**src/sv/pcrqb_pkg.sv**
```systemverilog
package pcrqb_pkg;

    localparam int NUM_CORE_MAX_DEF = 4;
    localparam int NUM_TASKS_DEF    = 64;

    localparam int REQ_W    = 2;
    localparam int CORE_W   = 2;
    localparam int TASK_W   = 6;
    localparam int TIME_W   = 32;
    localparam int STATUS_W = 2;

    localparam int NCORES_W = 3;
    localparam int PERIOD_W = 8;
    localparam int MARGIN_W = 7;
    localparam int CFG_IDX_W  = 2;
    localparam int CFG_DATA_W = 8;

    localparam logic [NCORES_W-1:0] NUM_CORES_RST = 3'd4;
    localparam logic [PERIOD_W-1:0] PERIOD_RST    = 8'd5;
    localparam logic [MARGIN_W-1:0] MARGIN_RST    = 7'd3;

    localparam logic [CFG_IDX_W-1:0] CFG_NUM_CORES       = 2'd0;
    localparam logic [CFG_IDX_W-1:0] CFG_BALANCE_PERIOD  = 2'd1;
    localparam logic [CFG_IDX_W-1:0] CFG_OVERLOAD_MARGIN = 2'd2;

    localparam logic [REQ_W-1:0] REQ_ADMIT    = 2'd0;
    localparam logic [REQ_W-1:0] REQ_READY    = 2'd1;
    localparam logic [REQ_W-1:0] REQ_DISPATCH = 2'd2;
    localparam logic [REQ_W-1:0] REQ_TICK     = 2'd3;

    localparam logic [STATUS_W-1:0] ST_DONE    = 2'd0;
    localparam logic [STATUS_W-1:0] ST_NONE    = 2'd1;
    localparam logic [STATUS_W-1:0] ST_FULL    = 2'd2;
    localparam logic [STATUS_W-1:0] ST_IGNORED = 2'd3;

    typedef struct packed {
        logic [REQ_W-1:0]  req_type;
        logic [CORE_W-1:0] core;
        logic [TASK_W-1:0] task_id;
        logic [TIME_W-1:0] create_time;
        logic              pinned;
    } in_item_t;

    typedef struct packed {
        logic [STATUS_W-1:0] status;
        logic [TASK_W-1:0]   chosen_task;
        logic [CORE_W-1:0]   target_core;
        logic                moved;
    } out_item_t;

    typedef struct packed {
        logic                start;
        logic                load_init_even;
        logic                load_init_odd;
        logic                load_step;
        logic                admit_write;
        logic                home_from_mem;
        logic                enqueue;
        logic                tick_count;
        logic                pick_zero;
        logic                qscan_init_min;
        logic                qscan_init_free;
        logic                qscan_run;
        logic                take_read_pick;
        logic                take_read_last;
        logic                take_write;
        logic                move_commit;
        logic                set_result;
        logic [STATUS_W-1:0] result_status;
        logic                publish;
    } cmd_t;

    typedef struct packed {
        logic is_admit;
        logic is_ready;
        logic is_dispatch;
        logic task_ok;
        logic core_ok;
        logic core_odd;
        logic core_empty;
        logic balance_due;
        logic load_done;
        logic load_found;
        logic overload;
        logic qscan_done;
        logic qscan_found;
        logic pc_full;
        logic out_free;
    } stat_t;

endpackage

```
**src/sv/pcrqb_ctrl.sv**
```systemverilog
module pcrqb_ctrl (
    input  logic            aclk,
    input  logic            aresetn,
    input  logic            s_valid,
    output logic            s_ready,
    input  pcrqb_pkg::stat_t stat,
    output pcrqb_pkg::cmd_t  cmd
);
    import pcrqb_pkg::*;

    localparam logic [3:0] S_IDLE       = 4'd0;
    localparam logic [3:0] S_DECODE     = 4'd1;
    localparam logic [3:0] S_LOAD_ADMIT = 4'd2;
    localparam logic [3:0] S_READY_WAIT = 4'd3;
    localparam logic [3:0] S_ENQ        = 4'd4;
    localparam logic [3:0] S_LOAD_BAL   = 4'd5;
    localparam logic [3:0] S_BAL_CHECK  = 4'd6;
    localparam logic [3:0] S_QSCAN_DISP = 4'd7;
    localparam logic [3:0] S_QSCAN_BAL  = 4'd8;
    localparam logic [3:0] S_BAL_FOUND  = 4'd9;
    localparam logic [3:0] S_TAKE_PICK  = 4'd10;
    localparam logic [3:0] S_TAKE_LAST  = 4'd11;
    localparam logic [3:0] S_TAKE_WR    = 4'd12;
    localparam logic [3:0] S_MOVE       = 4'd13;
    localparam logic [3:0] S_FINISH     = 4'd14;

    logic [3:0] state_reg;
    logic [3:0] state_next;

    assign s_ready = (state_reg == S_IDLE);

    always_comb begin
        cmd        = '0;
        state_next = state_reg;
        unique case (state_reg)
            S_IDLE: begin
                if (s_valid) begin
                    cmd.start  = 1'b1;
                    state_next = S_DECODE;
                end
            end
            S_DECODE: begin
                if (stat.is_admit || stat.is_ready) begin
                    if (!stat.task_ok) begin
                        state_next = S_FINISH;
                    end else if (stat.is_admit) begin
                        cmd.load_init_even = 1'b1;
                        state_next         = S_LOAD_ADMIT;
                    end else begin
                        state_next = S_READY_WAIT;
                    end
                end else if (!stat.core_ok) begin
                    state_next = S_FINISH;
                end else if (stat.is_dispatch) begin
                    if (stat.core_empty) begin
                        cmd.set_result    = 1'b1;
                        cmd.result_status = ST_NONE;
                        state_next        = S_FINISH;
                    end else if (stat.core_odd) begin
                        cmd.qscan_init_min = 1'b1;
                        state_next         = S_QSCAN_DISP;
                    end else begin
                        cmd.pick_zero = 1'b1;
                        state_next    = S_TAKE_PICK;
                    end
                end else begin
                    cmd.set_result    = 1'b1;
                    cmd.result_status = ST_NONE;
                    state_next        = S_FINISH;
                    if (!stat.core_odd) begin
                        cmd.tick_count = 1'b1;
                        if (stat.balance_due) begin
                            cmd.load_init_odd = 1'b1;
                            state_next        = S_LOAD_BAL;
                        end
                    end
                end
            end
            S_LOAD_ADMIT: begin
                if (!stat.load_done) begin
                    cmd.load_step = 1'b1;
                end else begin
                    cmd.admit_write = 1'b1;
                    state_next      = S_ENQ;
                end
            end
            S_READY_WAIT: begin
                cmd.home_from_mem = 1'b1;
                state_next        = S_ENQ;
            end
            S_ENQ: begin
                cmd.enqueue = 1'b1;
                state_next  = S_FINISH;
            end
            S_LOAD_BAL: begin
                if (!stat.load_done) begin
                    cmd.load_step = 1'b1;
                end else begin
                    state_next = S_BAL_CHECK;
                end
            end
            S_BAL_CHECK: begin
                if (stat.load_found && stat.overload) begin
                    cmd.qscan_init_free = 1'b1;
                    state_next          = S_QSCAN_BAL;
                end else begin
                    state_next = S_FINISH;
                end
            end
            S_QSCAN_DISP: begin
                if (!stat.qscan_done) begin
                    cmd.qscan_run = 1'b1;
                end else begin
                    state_next = S_TAKE_PICK;
                end
            end
            S_QSCAN_BAL: begin
                if (!stat.qscan_done) begin
                    cmd.qscan_run = 1'b1;
                end else begin
                    state_next = S_BAL_FOUND;
                end
            end
            S_BAL_FOUND: begin
                if (!stat.qscan_found) begin
                    state_next = S_FINISH;
                end else if (stat.pc_full) begin
                    cmd.set_result    = 1'b1;
                    cmd.result_status = ST_FULL;
                    state_next        = S_FINISH;
                end else begin
                    state_next = S_TAKE_PICK;
                end
            end
            S_TAKE_PICK: begin
                cmd.take_read_pick = 1'b1;
                state_next         = S_TAKE_LAST;
            end
            S_TAKE_LAST: begin
                cmd.take_read_last = 1'b1;
                state_next         = S_TAKE_WR;
            end
            S_TAKE_WR: begin
                cmd.take_write = 1'b1;
                state_next     = stat.is_dispatch ? S_FINISH : S_MOVE;
            end
            S_MOVE: begin
                cmd.move_commit = 1'b1;
                state_next      = S_FINISH;
            end
            S_FINISH: begin
                if (stat.out_free) begin
                    cmd.publish = 1'b1;
                    state_next  = S_IDLE;
                end
            end
            default: begin
                state_next = S_IDLE;
            end
        endcase
    end

    always_ff @(posedge aclk) begin
        if (!aresetn) begin
            state_reg <= S_IDLE;
        end else begin
            state_reg <= state_next;
        end
    end

endmodule

```
**src/sv/pcrqb_dpath.sv**
```systemverilog
module pcrqb_dpath #(
    parameter int NUM_CORE_MAX = pcrqb_pkg::NUM_CORE_MAX_DEF,
    parameter int NUM_TASKS    = pcrqb_pkg::NUM_TASKS_DEF
) (
    input  logic                                aclk,
    input  logic                                aresetn,
    input  pcrqb_pkg::in_item_t                 s_item,
    output logic                                m_valid,
    input  logic                                m_ready,
    output pcrqb_pkg::out_item_t                m_item,
    input  logic                                cfg_we,
    input  logic [pcrqb_pkg::CFG_IDX_W-1:0]     cfg_index,
    input  logic [pcrqb_pkg::CFG_DATA_W-1:0]    cfg_wdata,
    input  pcrqb_pkg::cmd_t                     cmd,
    output pcrqb_pkg::stat_t                    stat
);
    import pcrqb_pkg::*;

    localparam int CW   = $clog2(NUM_CORE_MAX);
    localparam int NW   = $clog2(NUM_CORE_MAX + 1);
    localparam int JW   = $clog2(NUM_CORE_MAX + 2);
    localparam int TW   = $clog2(NUM_TASKS);
    localparam int KW   = $clog2(NUM_TASKS + 1);
    localparam int BW   = ((KW > MARGIN_W) ? KW : MARGIN_W) + 1;
    localparam int SAW  = CW + TW;
    localparam int SDEP = NUM_CORE_MAX * (1 << TW);

    // Configuration registers.
    logic [NCORES_W-1:0] num_cores_reg;
    logic [PERIOD_W-1:0] period_reg;
    logic [MARGIN_W-1:0] margin_reg;

    // Latched request.
    logic [REQ_W-1:0]  req_reg;
    logic [CORE_W-1:0] core_reg;
    logic [TASK_W-1:0] task_reg;
    logic [TIME_W-1:0] ctime_reg;
    logic              pin_reg;

    // Per-core state.
    logic [KW-1:0]       count_reg [NUM_CORE_MAX];
    logic [PERIOD_W-1:0] bal_reg   [NUM_CORE_MAX];

    // Memories.
    logic [TW-1:0]     slot_mem    [SDEP];
    logic [CW-1:0]     home_mem    [NUM_TASKS];
    logic [TIME_W-1:0] created_mem [NUM_TASKS];
    logic              pinned_mem  [NUM_TASKS];
    logic [TW-1:0]     slot_rd_reg;
    logic [CW-1:0]     home_rd_reg;
    logic [TIME_W-1:0] created_rd_reg;
    logic              pinned_rd_reg;

    // Core load scan.
    logic [JW-1:0] lj_reg;
    logic          lvalid_reg;
    logic [CW-1:0] lbest_reg;
    logic [KW-1:0] lcnt_reg;

    // Queue scan pipeline.
    logic [KW-1:0]     qi_reg;
    logic              qv1_reg;
    logic [TW-1:0]     qi1_reg;
    logic              qv2_reg;
    logic [TW-1:0]     qi2_reg;
    logic              qmin_reg;
    logic              have_reg;
    logic [TW-1:0]     pick_reg;
    logic [TIME_W-1:0] best_time_reg;

    logic [CW-1:0] home_reg;
    logic [TW-1:0] take_reg;

    logic [STATUS_W-1:0] res_status_reg;
    logic [TASK_W-1:0]   res_chosen_reg;
    logic [CORE_W-1:0]   res_target_reg;
    logic                res_moved_reg;

    logic      m_valid_reg;
    out_item_t m_item_reg;

    logic [NW-1:0]     n_use;
    logic [CW-1:0]     core_idx;
    logic [TW-1:0]     tidx;
    logic [KW-1:0]     count_core;
    logic [KW-1:0]     count_home;
    logic [KW-1:0]     count_pc;
    logic [KW-1:0]     count_j;
    logic [PERIOD_W:0] bal_next;
    logic              balance_due;
    logic              qs_issue;
    logic [SAW-1:0]    slot_raddr;
    logic              slot_we;
    logic [SAW-1:0]    slot_waddr;
    logic [TW-1:0]     slot_wdata;
    logic              home_we;
    logic [TW-1:0]     home_waddr;
    logic [CW-1:0]     home_wdata;

    always_comb begin
        if (num_cores_reg == '0) begin
            n_use = NW'(1);
        end else if (32'(num_cores_reg) > NUM_CORE_MAX) begin
            n_use = NW'(NUM_CORE_MAX);
        end else begin
            n_use = NW'(num_cores_reg);
        end
    end

    assign core_idx    = CW'(core_reg);
    assign tidx        = TW'(task_reg);
    assign count_core  = count_reg[core_idx];
    assign count_home  = count_reg[home_reg];
    assign count_pc    = count_reg[lbest_reg];
    assign count_j     = count_reg[lj_reg[CW-1:0]];
    assign bal_next    = {1'b0, bal_reg[core_idx]} + (PERIOD_W + 1)'(1);
    assign balance_due = (bal_next >= {1'b0, period_reg});
    assign qs_issue    = cmd.qscan_run && (qi_reg < count_core);

    assign stat.is_admit    = (req_reg == REQ_ADMIT);
    assign stat.is_ready    = (req_reg == REQ_READY);
    assign stat.is_dispatch = (req_reg == REQ_DISPATCH);
    assign stat.task_ok     = (32'(task_reg) < NUM_TASKS);
    assign stat.core_ok     = (32'(core_reg) < 32'(n_use));
    assign stat.core_odd    = core_reg[0];
    assign stat.core_empty  = (count_core == '0);
    assign stat.balance_due = balance_due;
    assign stat.load_done   = (32'(lj_reg) >= 32'(n_use));
    assign stat.load_found  = lvalid_reg;
    assign stat.overload    = (BW'(count_core) >= (BW'(lcnt_reg) + BW'(margin_reg)));
    assign stat.qscan_done  = (qi_reg >= count_core) && !qv1_reg && !qv2_reg;
    assign stat.qscan_found = have_reg;
    assign stat.pc_full     = (count_pc == KW'(NUM_TASKS));
    assign stat.out_free    = !m_valid_reg || m_ready;

    // Queue slot port selection.
    always_comb begin
        if (cmd.take_read_last) begin
            slot_raddr = {core_idx, TW'(count_core - KW'(1))};
        end else if (cmd.take_read_pick) begin
            slot_raddr = {core_idx, pick_reg};
        end else begin
            slot_raddr = {core_idx, qi_reg[TW-1:0]};
        end
        slot_we    = 1'b0;
        slot_waddr = {core_idx, pick_reg};
        slot_wdata = slot_rd_reg;
        if (cmd.enqueue && (count_home != KW'(NUM_TASKS))) begin
            slot_we    = 1'b1;
            slot_waddr = {home_reg, count_home[TW-1:0]};
            slot_wdata = tidx;
        end else if (cmd.take_write) begin
            slot_we = 1'b1;
        end else if (cmd.move_commit) begin
            slot_we    = 1'b1;
            slot_waddr = {lbest_reg, count_pc[TW-1:0]};
            slot_wdata = take_reg;
        end
        home_we    = cmd.admit_write || cmd.move_commit;
        home_waddr = cmd.move_commit ? take_reg : tidx;
        home_wdata = cmd.move_commit ? lbest_reg : lbest_reg;
    end

    always_ff @(posedge aclk) begin
        if (slot_we) begin
            slot_mem[slot_waddr] <= slot_wdata;
        end
        slot_rd_reg <= slot_mem[slot_raddr];
    end

    always_ff @(posedge aclk) begin
        if (home_we) begin
            home_mem[home_waddr] <= home_wdata;
        end
        home_rd_reg <= home_mem[tidx];
    end

    always_ff @(posedge aclk) begin
        if (cmd.admit_write) begin
            created_mem[tidx] <= ctime_reg;
            pinned_mem[tidx]  <= pin_reg;
        end
        created_rd_reg <= created_mem[slot_rd_reg];
        pinned_rd_reg  <= pinned_mem[slot_rd_reg];
    end

    // Control state.
    always_ff @(posedge aclk) begin
        if (!aresetn) begin
            num_cores_reg <= NUM_CORES_RST;
            period_reg    <= PERIOD_RST;
            margin_reg    <= MARGIN_RST;
            for (int c = 0; c < NUM_CORE_MAX; c++) begin
                count_reg[c] <= '0;
                bal_reg[c]   <= '0;
            end
            lj_reg      <= '0;
            lvalid_reg  <= 1'b0;
            qi_reg      <= '0;
            qv1_reg     <= 1'b0;
            qv2_reg     <= 1'b0;
            have_reg    <= 1'b0;
            m_valid_reg <= 1'b0;
        end else begin
            if (cfg_we) begin
                unique case (cfg_index)
                    CFG_NUM_CORES:       num_cores_reg <= cfg_wdata[NCORES_W-1:0];
                    CFG_BALANCE_PERIOD:  period_reg    <= cfg_wdata[PERIOD_W-1:0];
                    CFG_OVERLOAD_MARGIN: margin_reg    <= cfg_wdata[MARGIN_W-1:0];
                    default: ;
                endcase
            end
            if (cmd.tick_count) begin
                bal_reg[core_idx] <= balance_due ? '0 : bal_next[PERIOD_W-1:0];
            end
            if (cmd.enqueue && (count_home != KW'(NUM_TASKS))) begin
                count_reg[home_reg] <= count_home + KW'(1);
            end
            if (cmd.take_write) begin
                count_reg[core_idx] <= count_core - KW'(1);
            end
            if (cmd.move_commit) begin
                count_reg[lbest_reg] <= count_pc + KW'(1);
            end
            if (cmd.load_init_even || cmd.load_init_odd) begin
                lj_reg     <= cmd.load_init_odd ? JW'(1) : '0;
                lvalid_reg <= 1'b0;
            end else if (cmd.load_step) begin
                lj_reg <= lj_reg + JW'(2);
                if (!lvalid_reg || (count_j < lcnt_reg)) begin
                    lvalid_reg <= 1'b1;
                end
            end
            if (cmd.qscan_init_min || cmd.qscan_init_free) begin
                qi_reg   <= '0;
                qv1_reg  <= 1'b0;
                qv2_reg  <= 1'b0;
                have_reg <= 1'b0;
            end else if (cmd.qscan_run) begin
                if (qs_issue) begin
                    qi_reg <= qi_reg + KW'(1);
                end
                qv1_reg <= qs_issue;
                qv2_reg <= qv1_reg;
                if (qv2_reg) begin
                    if (qmin_reg) begin
                        if (!have_reg || (created_rd_reg < best_time_reg)) begin
                            have_reg <= 1'b1;
                        end
                    end else if (!have_reg && !pinned_rd_reg) begin
                        have_reg <= 1'b1;
                    end
                end
            end
            if (cmd.publish) begin
                m_valid_reg <= 1'b1;
            end else if (m_ready) begin
                m_valid_reg <= 1'b0;
            end
        end
    end

    // Payload registers.
    always_ff @(posedge aclk) begin
        if (cmd.start) begin
            req_reg        <= s_item.req_type;
            core_reg       <= s_item.core;
            task_reg       <= s_item.task_id;
            ctime_reg      <= s_item.create_time;
            pin_reg        <= s_item.pinned;
            res_status_reg <= ST_IGNORED;
            res_chosen_reg <= '0;
            res_target_reg <= '0;
            res_moved_reg  <= 1'b0;
        end
        if (cmd.set_result) begin
            res_status_reg <= cmd.result_status;
        end
        if (cmd.load_step && (!lvalid_reg || (count_j < lcnt_reg))) begin
            lbest_reg <= lj_reg[CW-1:0];
            lcnt_reg  <= count_j;
        end
        if (cmd.admit_write) begin
            home_reg <= lbest_reg;
        end
        if (cmd.home_from_mem) begin
            home_reg <= home_rd_reg;
        end
        if (cmd.enqueue) begin
            res_target_reg <= CORE_W'(home_reg);
            res_status_reg <= (count_home == KW'(NUM_TASKS)) ? ST_FULL : ST_DONE;
        end
        if (cmd.qscan_init_min || cmd.qscan_init_free) begin
            qmin_reg <= cmd.qscan_init_min;
        end
        if (cmd.qscan_run) begin
            qi1_reg <= qi_reg[TW-1:0];
            qi2_reg <= qi1_reg;
            if (qv2_reg) begin
                if (qmin_reg) begin
                    if (!have_reg || (created_rd_reg < best_time_reg)) begin
                        pick_reg      <= qi2_reg;
                        best_time_reg <= created_rd_reg;
                    end
                end else if (!have_reg && !pinned_rd_reg) begin
                    pick_reg <= qi2_reg;
                end
            end
        end
        if (cmd.pick_zero) begin
            pick_reg <= '0;
        end
        if (cmd.take_read_last) begin
            take_reg <= slot_rd_reg;
        end
        if (cmd.take_write) begin
            res_chosen_reg <= TASK_W'(take_reg);
            res_status_reg <= ST_DONE;
        end
        if (cmd.move_commit) begin
            res_target_reg <= CORE_W'(lbest_reg);
            res_moved_reg  <= 1'b1;
        end
        if (cmd.publish) begin
            m_item_reg.status      <= res_status_reg;
            m_item_reg.chosen_task <= res_chosen_reg;
            m_item_reg.target_core <= res_target_reg;
            m_item_reg.moved       <= res_moved_reg;
        end
    end

    assign m_valid = m_valid_reg;
    assign m_item  = m_item_reg;

endmodule

```
**src/sv/per_core_ready_queue_balancer.sv**
```systemverilog
// The time from the accepting edge to a valid result grows with num_cores for an admit,
// with the queue length for a performance-core dispatch, with both for a balancing tick
// that moves a task, and with every stalled cycle of the output.
// Throughput: one transaction is processed at a time; the next is taken once the result
// has been written into the output register. The queue memory's single read port sets the
// scan pace.
// Reset (aresetn, synchronous, active low) clears queue counts and tick counters and
// returns the configuration to its defaults.
module per_core_ready_queue_balancer #(
    parameter int NUM_CORE_MAX = pcrqb_pkg::NUM_CORE_MAX_DEF,
    parameter int NUM_TASKS    = pcrqb_pkg::NUM_TASKS_DEF
) (
    input  logic                             aclk,
    input  logic                             aresetn,
    input  logic                             s_valid,
    output logic                             s_ready,
    input  pcrqb_pkg::in_item_t              s_item,
    output logic                             m_valid,
    input  logic                             m_ready,
    output pcrqb_pkg::out_item_t             m_item,
    input  logic                             cfg_we,
    input  logic [pcrqb_pkg::CFG_IDX_W-1:0]  cfg_index,
    input  logic [pcrqb_pkg::CFG_DATA_W-1:0] cfg_wdata
);
    import pcrqb_pkg::*;

    // The controller sequences each request through load scans, queue scans and the
    // remove-by-last-entry step; the datapath holds queues, task attributes and loads.
    cmd_t  cmd;
    stat_t stat;

    pcrqb_ctrl u_ctrl (
        .aclk    (aclk),
        .aresetn (aresetn),
        .s_valid (s_valid),
        .s_ready (s_ready),
        .stat    (stat),
        .cmd     (cmd)
    );

    // A finished result waits in the output register while a new transaction may start.
    pcrqb_dpath #(
        .NUM_CORE_MAX (NUM_CORE_MAX),
        .NUM_TASKS    (NUM_TASKS)
    ) u_dpath (
        .aclk      (aclk),
        .aresetn   (aresetn),
        .s_item    (s_item),
        .m_valid   (m_valid),
        .m_ready   (m_ready),
        .m_item    (m_item),
        .cfg_we    (cfg_we),
        .cfg_index (cfg_index),
        .cfg_wdata (cfg_wdata),
        .cmd       (cmd),
        .stat      (stat)
    );

endmodule

```
**config.mk**
```make
export PLATFORM = sky130hd
export DESIGN_NAME = per_core_ready_queue_balancer
export DESIGN_NICKNAME = d
export VERILOG_FILES = /design/src/sv/pcrqb_pkg.sv /design/src/sv/pcrqb_ctrl.sv /design/src/sv/pcrqb_dpath.sv /design/src/sv/per_core_ready_queue_balancer.sv
export SDC_FILE = /design/constraint.sdc
export NUM_CORES = 2
export LEC_CHECK = 0
export BUFFER_PORTS_ARGS = -buffer_cell sky130_fd_sc_hd__clkbuf_2
export CAP_MARGIN = 20
export CORE_MARGIN = 2
export CORE_UTILIZATION = 45
export CTS_BUF_LIST = sky130_fd_sc_hd__clkbuf_4 sky130_fd_sc_hd__clkbuf_8
export CTS_CLUSTER_DIAMETER = 120
export CTS_CLUSTER_SIZE = 8
export DETAILED_ROUTE_END_ITERATION = 6
export GPL_TIMING_DRIVEN = 0
export SLEW_MARGIN = 10
export SYNTH_ARGS = -nofsm -noshare
export SYNTH_HDL_FRONTEND = slang
export SYNTH_SLANG_ARGS = --single-unit
```
**constraint.sdc**
```tcl
create_clock -name aclk -period 15 [get_ports aclk]
set_clock_uncertainty 0.15 [all_clocks]
set_input_delay 2.25 -clock aclk [delete_from_list [all_inputs] [get_ports aclk]]
set_output_delay 2.25 -clock aclk [all_outputs]
set_load 0.02 [all_outputs]
```
==> reports/metrics.cfg <==
[logic_synthesis]
ys_seq_area_share_pct=75.2
postSynthCellCount=9502
netlist_area_um2=161000
ys.flop_type=edfxtp_1
ys_top_cells_by_area=edfxtp_1 (74%), mux4_2 (10%), nand2_1 (3.9%)
avgSynthCellArea_um2=16.9
synth_seq_cells=4055
async_reset_ff_share_pct=0
synth_top_area_cell=edfxtp_1
synth-edff-count=3960
synth.top_cell.area_share_pct=74.0
ys_warn_count=0
yosys.cell_types.count=67

[sta]
postLayoutSetupSlackWorst_ns=6.75
finalCritPeriodShare_pct=55.0
worst_pin_slew_ns=1.27
setup_viol=0
finalHoldViolations=0
relSlewSlack_pct=15.3
rsz0062_at_grt=no
fin_tns_setup_ns=0
slew_viol_final=0
max_freq_ghz=0.121
period_minus_slack_ns=8.25

[global_route]
grt_max_degree=41
grt_use_total_pct=27.9
grt_pass1_vias=93000
grt_antenna_before_repair=36
overflow=0
grt_pass1_wl_um=708000

[floorplan]
initial_utilization_pct=45.2
dieArea_um2=362000
core-area_um2=356000
io_pins=71
rows=219
die_w_um=602
fp.dieH_um=602

[cts]
cts_resized=0
cts_root_buffer=clkbuf_8
cts.clk_slew.worst_paths_ns=0.07
worstSkewPairLatency_ns=1.22
cts_max_path_buffers=4
cts_hold_repair.buffers=0
htree_levels=6
cts_tree=built
cts_buffers=578
cts_sinks=4055
post_cts_buffers=0

[power]
switchingPower_w=0.0106
total_power_w=0.0321
p_per_area_nw_per_um2=176
seq_power_share_pct=44.2
internal_power_w=0.0215
swShare_pct=33.1
clockPowerShare_pct=25.0
vdd_drop_max_mv=0.117
comb_power_share_pct=30.8
p_leak_nw=59.2

[cells_and_area]
layout-drive-gt1-share_pct=20.5
reg_top3=u_dpath.created_mem x2048, u_dpath.slot_mem x1536, u_dpath.home_mem x128
area_delta_synth_final_pct=13.9
final_cell_mix=edfxtp_1 (3,960), nand2_1 (1,680), mux4_2 (739), nand3_1 (689), clkbuf_8 (587)
final_common_cell=edfxtp_1
design_area_um2=183000
largest_reg_flops=2048
num-nets-final=10600
regMostFlops=u_dpath.created_mem

[route]
wl_um=513000
drc=24
wl_per_cell_um=33.3
vias_per_cell=6.15
drt_iter0_markers=13700
detail-route-antenna-nets=0
num_vias=94700
dr.pass1.iters=7

[hold_path]
hold_depth=0
hold_path.startpoint=u_dpath.created_rd_reg[30]$_DFF_P_
hp-class=reg2reg
hold_end=u_dpath.best_time_reg[30]$_DFFE_PP_

[placement]
io_buffers=69
dpl.hpwl_um=359000
postPlaceCellArea_um2=173000
place_worst_setup_slack_ns=7.16
globalplace.congestion=0.984

[critical_path]
crit_path_end_kind=flop
path_class=reg2reg
cp-start-kind=flop
worstPathArrival_ns=9.11
path_max_fanout=10
r2r-end=u_dpath.slot_rd_reg[1]$_DFF_P_
r2r_cells=16
r2r_slack_ns=6.75
crit_required_ns=15.85

[run_status]
status=finished, violations left
violations=design-rule violations

[run]
timing.max_cap.violations=0

## through the flow
step / hold WS [ns] / cells / util [%]
after floorplan: 0.250 / 9509 / -
after global placement: 0.256 / 14300 / 46.9
after detailed placement: 0.258 / 14600 / 48.6
after CTS: 0.268 / 15400 / 51.3
after global routing: 0.279 / 15400 / 51.4
final: 0.254 / 15400 / 51.5
## power by group through the flow
stage / clock [W] / sequential, W / combinational, W
final: 0.00804 / 0.0142 / 0.00990
after global routing: 0.00857 / 0.0142 / 0.0103
after CTS: 0.00814 / 0.0142 / 0.00976
after detailed placement: 0 / 0.0144 / 0.00974
after global placement: 0 / 0.0157 / 0.00815
after floorplan: 0 / 0.0149 / 0.00495
## synth_stat cells, types with 12 or more instances
| cell | n |
|---|---|
| a221oi_1 | 12 |
| nand4_1 | 17 |
| dfxtp_1 | 95 |
| o22ai_1 | 23 |
| a211oi_1 | 15 |
| edfxtp_1 | 3960 |
| buf_1 | 114 |
| mux4_2 | 739 |
| mux2_2 | 31 |
| xor2_1 | 15 |
| a21o_1 | 31 |
| mux2i_1 | 44 |
| nor2b_1 | 26 |
| nand3_1 | 689 |
| nor2_1 | 522 |
| nor3_1 | 93 |
| clkbuf_1 | 284 |
| o21ai_0 | 51 |
| a21oi_1 | 159 |
| nor4_1 | 37 |
| buf_2 | 96 |
| buf_6 | 40 |
| xnor2_1 | 19 |
| a2111o_1 | 12 |
| and3_1 | 167 |
| a31oi_1 | 37 |
| ha_1 | 78 |
| nand2b_1 | 28 |
| buf_4 | 25 |
| nand2_1 | 1680 |
| a311oi_1 | 156 |
| inv_1 | 89 |
## critical path, cell delays in order (launching register included)
cell	delay [ns]
dfxtp_1	0.35
buf_6	0.16
mux4_2	0.64
inv_1	0.24
ha_1	0.33
a211oi_1	0.39
a21o_1	0.13
clkbuf_1	0.38
clkbuf_1	0.67
clkbuf_1	0.95
buf_1	0.74
nand3_1	0.16
nand3_1	0.14
a21oi_1	0.27
nor4_1	0.71
nand4_1	0.72
or4_1	0.85
## how the worst max path moves through the flow
stage | start | cells past startpoint | to
2_1_floorplan | flop | 9 | u_dpath.slot_mem[0][2]$_DFFE_PP_
3_3_place_gp | u_ctrl.state_reg[0]$_SDFFE_PN0P_ | 7 | u_dpath.slot_mem[98][1]$_DFFE_PP_
3_5_place_dp | flop | 16 | u_dpath.slot_rd_reg[1]$_DFF_P_
4_1_cts | flop | 16 | u_dpath.slot_rd_reg[1]$_DFF_P_
5_1_grt | flop | 16 | u_dpath.slot_rd_reg[1]$_DFF_P_
6_report | flop | 16 | u_dpath.slot_rd_reg[1]$_DFF_P_
## final cells by class
type,instances,area [um^2]
diodes,19,47.5
plain buffers,559,2650
flip-flops and latches,4055,121000
inverters,92,348
well taps,4751,5940
repair buffers,361,6110
multi-input cells,4803,37500
fillers,29100,173000
clock buffers,710,9000
clock inverters,52,597
## kinds of logic after synthesis
kind of cell | after synthesis | synth area share, %
adders and majority gates | 79 | 0.620
and+or+nand+nor | 3319 | 8.92
xor gates and xnor gates | 34 | 0.185
muxes | 814 | 10.9
other | 1 | 0.00233
DFF | 4055 | 75.2
AOI/OAI and AO/OA | 549 | 2.38
buffers and inverters | 651 | 1.84
## routing by layer
| metal | vias to the layer above | GRT usage (%) | wire length (um) | part of all wire, % |
|---|---|---|---|---|
| li1 | 38700 | - | - | - |
| met3 | 1145 | 5.21 | 48500 | 9.5 |
| met2 | 5535 | 44.0 | 238000 | 47 |
| met4 | 18 | 13.4 | 27500 | 5.4 |
| met5 | - | 0 | 117 | 0.023 |
| met1 | 49300 | 37.7 | 198000 | 39 |
No activity file was read; power rests on OpenSTA's default activity.
